## src/rtl/tcpu_pkg.sv

```systemverilog
`default_nettype none
package tcpu_pkg;

  localparam int MemWords = 32768;
  localparam int MemAw    = $clog2(MemWords);
  localparam int StackBase  = 4096;
  localparam int StackLimit = 12 * 1024;

  typedef enum logic [1:0] {
    MODE_WRITE = 2'd0,
    MODE_READ  = 2'd1,
    MODE_START = 2'd2,
    MODE_EXEC  = 2'd3
  } mode_e;

  typedef enum logic [3:0] {
    OP_NOP = 4'd0, OP_ADD = 4'd1, OP_SUB = 4'd2, OP_MUL = 4'd3,
    OP_DIV = 4'd4, OP_PUSH = 4'd5, OP_POP = 4'd6, OP_MOV = 4'd7,
    OP_LOAD = 4'd8, OP_STORE = 4'd9, OP_JMP = 4'd10, OP_JNZ = 4'd11,
    OP_JZ = 4'd12, OP_JN = 4'd13, OP_CALL = 4'd14, OP_RET = 4'd15
  } op_e;

  typedef enum logic [2:0] {
    FLT_NONE = 3'd0, FLT_OVER = 3'd1, FLT_UNDER = 3'd2, FLT_SPPOP = 3'd3,
    FLT_DIV0 = 3'd4
  } fault_e;

  localparam logic [0:0] CfgStartPc = 1'b0;
  localparam logic [0:0] CfgEndPc   = 1'b1;

  typedef enum logic [3:0] {
    ST_CLEAR, ST_IDLE, ST_MEMRD, ST_FETCH, ST_DECODE, ST_MEMWAIT,
    ST_DIVIDE, ST_DIVFIN, ST_RDATA, ST_OUT
  } state_e;

  // controller -> datapath
  typedef struct packed {
    logic clr_step;    // write zero at clear counter
    logic cap_in;      // capture input transaction
    logic do_wr;       // mode 0 write
    logic rd_issue;    // mode 1 read address
    logic rd_cap;      // capture read word
    logic start;       // mode 2
    logic fetch;       // issue fetch at pc
    logic decode;      // ir is ready; execute, or start an op that finishes in a later state
    logic mem_fin;     // finish load/pop/ret/mul
    logic div_step;
    logic div_fin;
    logic clr_rd;
  } ctl_t;

  // datapath -> controller
  typedef struct packed {
    logic clr_done;
    logic can_exec;
    logic need_mem;
    logic need_div;
    logic div_done;
  } sts_t;

endpackage
`default_nettype wire

```

## src/rtl/tcpu_ctrl.sv

```systemverilog
`default_nettype none
module tcpu_ctrl
  import tcpu_pkg::*;
(
  input  wire logic       clk_i,
  input  wire logic       rst_ni,
  input  wire logic       in_valid,
  output logic            in_stall,
  output logic            out_valid,
  input  wire logic       out_stall,
  input  wire logic [1:0] mode_i,
  input  wire logic [3:0] op_i,
  input  wire sts_t       sts_i,
  output ctl_t            ctl_o
);

  state_e state_q, state_d;

  always_ff @(posedge clk_i or negedge rst_ni) begin
    if (!rst_ni) state_q <= ST_CLEAR;
    else state_q <= state_d;
  end

  always_comb begin
    state_d   = state_q;
    ctl_o     = '0;
    in_stall  = 1'b1;
    out_valid = 1'b0;
    case (state_q)
      ST_CLEAR: begin
        ctl_o.clr_step = 1'b1;
        if (sts_i.clr_done) state_d = ST_IDLE;
      end
      ST_IDLE: begin
        in_stall = 1'b0;
        if (in_valid) begin
          ctl_o.cap_in = 1'b1;
          state_d = ST_MEMRD;
        end
      end
      ST_MEMRD: begin
        case (mode_e'(mode_i))
          MODE_WRITE: begin ctl_o.do_wr = 1'b1; ctl_o.clr_rd = 1'b1; state_d = ST_OUT; end
          MODE_READ:  begin ctl_o.rd_issue = 1'b1; state_d = ST_RDATA; end
          MODE_START: begin ctl_o.start = 1'b1; ctl_o.clr_rd = 1'b1; state_d = ST_OUT; end
          default: begin
            ctl_o.clr_rd = 1'b1;
            state_d = sts_i.can_exec ? ST_FETCH : ST_OUT;
          end
        endcase
      end
      ST_RDATA: begin ctl_o.rd_cap = 1'b1; state_d = ST_OUT; end
      ST_FETCH: begin ctl_o.fetch = 1'b1; state_d = ST_DECODE; end
      ST_DECODE: begin
        ctl_o.decode = 1'b1;
        if (sts_i.need_div) state_d = ST_DIVIDE;
        else if (sts_i.need_mem || op_i == OP_MUL) state_d = ST_MEMWAIT;
        else state_d = ST_OUT;
      end
      ST_MEMWAIT: begin ctl_o.mem_fin = 1'b1; state_d = ST_OUT; end
      ST_DIVIDE: begin
        ctl_o.div_step = 1'b1;
        if (sts_i.div_done) state_d = ST_DIVFIN;
      end
      ST_DIVFIN: begin ctl_o.div_fin = 1'b1; state_d = ST_OUT; end
      ST_OUT: begin
        out_valid = 1'b1;
        if (!out_stall) state_d = ST_IDLE;
      end
      default: state_d = ST_IDLE;
    endcase
  end

endmodule
`default_nettype wire

```

## config.mk

```make
export PLATFORM = sky130hd
export DESIGN_NAME = tcpu_ctrl
export DESIGN_NICKNAME = d
export VERILOG_FILES = /design/src/rtl/tcpu_pkg.sv /design/src/rtl/tcpu_ctrl.sv
export SDC_FILE = /design/constraint.sdc
export NUM_CORES = 1
export LEC_CHECK = 0
export BUFFER_PORTS_ARGS = -buffer_cell sky130_fd_sc_hd__clkbuf_2
export CAP_MARGIN = 40
export CELL_PAD_IN_SITES_DETAIL_PLACEMENT = 1
export CELL_PAD_IN_SITES_GLOBAL_PLACEMENT = 2
export CORE_MARGIN = 2
export CORE_UTILIZATION = 20
export CTS_CLUSTER_DIAMETER = 200
export DETAILED_ROUTE_END_ITERATION = 10
export GPL_TIMING_DRIVEN = 0
export PLACE_DENSITY_LB_ADDON = 0.1
export SLEW_MARGIN = 20
export SYNTH_ARGS = -nofsm -noshare
export SYNTH_HDL_FRONTEND = slang
export SYNTH_SLANG_ARGS = --single-unit
```

## constraint.sdc

```tcl
create_clock -name clk_i -period 2.9 [get_ports clk_i]
set_input_delay 0.29 -clock clk_i [delete_from_list [all_inputs] [get_ports clk_i]]
set_output_delay 0.29 -clock clk_i [all_outputs]
set_load 0.02 [all_outputs]
```

==> flow_metrics.tcl <==
set metrics [dict create \
    run_status "complete, no violations" \
    cts_made_buffers 3 \
    pre_repair_dr_iteration_count 5 \
    mostFrequentLayoutCell "sky130_fd_sc_hd__clkbuf_2" \
    reg.largest.list "state_q x4" \
    post_synth.cell_area_avg_um2 6.892 \
    initial_utilization_pct 21.69 \
    power.ir.vdd_worst_uv 296.9 \
    antenna_found_initial 0 \
    post_drt_via_cell_ratio 4.508 \
    wl_per_cell_um 12.16 \
    fin_clk_skew_ns 0.002813 \
    leakagePower_nw 0.3409 \
    num-nets-final 112 \
    setup_viol_count_final 0 \
    timing.critical_path.from_type "register" \
    post_layout_nonfiller_instances 122 \
    finalCoreUtilization_pct 32.00 \
    dp_worst_setup_slack_ns 1.342 \
    max_slew_margin_pct 70.87 \
    detail_route.wirelength_mm 1.484 \
    dieArea_um2 2559 \
    vias 550 \
    grt_pass1_vias 540 \
    comb_pwr_share_pct 70.0 \
    finalWeightedCongestion 0.7038 \
    top_register "state_q" \
    grt-ovfl-total 0 \
    finalPower_mw 0.5489 \
    detail_route.iter0.violations 10 \
    finalHoldViolCount 0 \
    max_ffs_per_register 4 \
    yosysSeqAreaShare_pct 23.05 \
    finalCritPeriodShare_pct 62.33 \
    synthToLayoutAreaGrowth_pct 47.55 \
    antennaDiodeCount 0 \
    placement.io_buffers 28 \
    postRouteAntennaNets 0 \
    post_synth_instance_area_um2 434.2 \
    mostFrequentLayoutCells "28 x sky130_fd_sc_hd__clkbuf_2, 12 x sky130_fd_sc_hd__nor2_1, 7 x sky130_fd_sc_hd__nor3_1" \
    max_clock_freq_mhz 553.2 \
    dp_hpwl_mm 1.200 \
    path_clk_slew_ns 0.04 \
    clock_tree.buffer_depth 2 \
    worst_path_dominant_cell_family "simple AND/OR/NAND/NOR gates" \
    intPower_mw 0.2682 \
    cts_resized 0 \
    timing.final.max_slew_violations 0 \
    cts_max_level 1 \
    critPathMaxStageDelay_ns 0.35 \
    grt_first_pass_wirelength_mm 2.470 \
    cts.sinks 4 \
    core_area_um2 2002 \
    endpoint_type_of_the_worst_setup_path "output port" \
    path_buf_inv 3 \
    p_sw_mw 0.2807 \
    crit_path_top_delay_cell "sky130_fd_sc_hd__dfrtp_1" \
    remaining_drc_errors 0 \
    syn-instance-count 63 \
    arrival_ns 1.52 \
    grt.total_usage_pct 12.97 \
    p_seq_share_pct 17.3 \
    power.share.clock_pct 12.7 \
    cts_tree "yes" \
    setup_repair_after_global_routing_missed_its_margin "false" \
    drive_gt1_share_pct 40.00 \
    synthesis.yosys.warnings 0 \
    finalCriticalPeriod_ns 1.808 \
    num-fill-cells 281 \
    p_per_area_nw_per_um2 856.8 \
    number_of_violations_of_the_max_capacitance_limit 0 \
    synth_fp_nets 78 \
    chipHeight_um 50.59 \
    clock-root-buffer "sky130_fd_sc_hd__clkbuf_4" \
    crit_fanout 9 \
    floorplan.die.width_um 50.59 \
    hold_path.class "primary input to register" \
    switching_share_pct 51.13 \
    post-cts-setup-buffers 0 \
    synth.ff_latch_count 4 \
    synthDistinctLibCells 27 \
    crit_type "register to output port" \
    dp.cells 118 \
    setup_total_negative_slack_ns 0 \
    worst-slew-pin-transition_ns 0.4369 \
    worst_ep_required_time_ns 2.61 \
    crit_chain "buf_4 -> nand2b_1 -> or2b_1 -> inv_1 -> clkbuf_2" \
    io_pins 29 \
    final_critical_path_setup_slack_ns 1.092 \
    grt_max_degree 11 \
    clock_latency_ns 0.24 \
    rows 16 \
]
## power by group through the flow
stage	clock, mW	combinational (mW)	sequential, mW
after floorplan	0	0.281	0.0898
after global placement	0	0.387	0.0960
after detailed placement	0	0.385	0.0959
after CTS	0.0712	0.388	0.0953
after global routing	0.0799	0.429	0.0985
final	0.0698	0.384	0.0949
## Yosys cell counts, drive strengths merged
library cell | number | area [um2]
o21ai | 1 | 5.000
mux2 | 1 | 11.26
clkbuf | 1 | 3.750
nor2 | 13 | 56.30
or2b | 1 | 7.510
a31oi | 2 | 12.51
nor4 | 1 | 6.260
inv | 5 | 18.77
nand2b | 3 | 18.77
nor2b | 1 | 8.760
a311o | 1 | 10.01
and3 | 2 | 12.51
nand2 | 5 | 18.77
o22a | 1 | 8.760
a21oi | 5 | 25.02
a211oi | 1 | 7.510
buf | 3 | 23.77
nor3 | 7 | 35.03
or3 | 1 | 6.260
o21bai | 1 | 7.510
nand3 | 1 | 5.000
dfrtp | 4 | 100.1
o32ai | 2 | 25.03
## path summary, 6_finish.rpt
path                                             start  depth (start not counted)                      to  slack [ns]
worst max-delay path            state_q[3]$_DFFE_PN0P_                          5                ctl_o[2]        1.09
worst min-delay path                          sts_i[0]                          2  state_q[1]$_DFFE_PN0P_        0.26
worst max register to register  state_q[1]$_DFFE_PN0P_                          4  state_q[1]$_DFFE_PN0P_        1.42
worst min register to register  state_q[3]$_DFFE_PN0P_                          3  state_q[0]$_DFFE_PN0P_        0.75
max in group asynchronous                       rst_ni                          2  state_q[2]$_DFFE_PN0P_        2.38
min in group asynchronous                       rst_ni                          2  state_q[1]$_DFFE_PN0P_        0.40
## timing repair
item,CTS,global route
hold buffers,1,0
hold endpoints to repair,4,0
endpoints found under the setup margin,0,0
## per-layer routing
metal	vias to the layer above	part of all wire (%)	global-route usage, %
li1	286	-	-
met1	248	50	17.99
met2	14	47	18.64
met3	2	2.8	1.786
met4	0	0.67	8.108
met5	-	0	0
## cells by family after synthesis
family          Yosys count  share of synthesized area [%]
mux                       1                          2.593
simple gates             35                          40.35
flops                     4                          23.06
compound gates           14                          23.34
buf+inv                   9                          10.66
## cell type report
type | instances | area [um2] | area share, %
plain buffers | 4 | 27.53 | 4.297
clock buffers | 3 | 22.52 | 3.516
inverters | 5 | 18.77 | 2.930
multi-input cells | 50 | 287.8 | 44.92
flip-flops and latches | 4 | 100.1 | 15.63
well taps | 27 | 33.78 | 5.273
repair buffers | 29 | 150.1 | 23.44
## worst reg2reg max path, cell delays in order (launching register included)
cell,delay (ns)
sky130_fd_sc_hd__dfrtp_1,0.42
sky130_fd_sc_hd__nand2b_1,0.21
sky130_fd_sc_hd__mux2_2,0.28
sky130_fd_sc_hd__o22a_1,0.19
sky130_fd_sc_hd__o32ai_2,0.28
## stage by stage
| step | area [um2] | hold WS [ns] |
|---|---|---|
| after floorplan | 434.2 | -0.005591 |
| after global placement | 608.1 | 0.09607 |
| after detailed placement | 608.1 | 0.09694 |
| after CTS | 640.6 | 0.2673 |
| after global routing | 640.6 | 0.2610 |
| final | 640.6 | 0.2634 |
No activity file was read; power rests on OpenSTA's default activity.
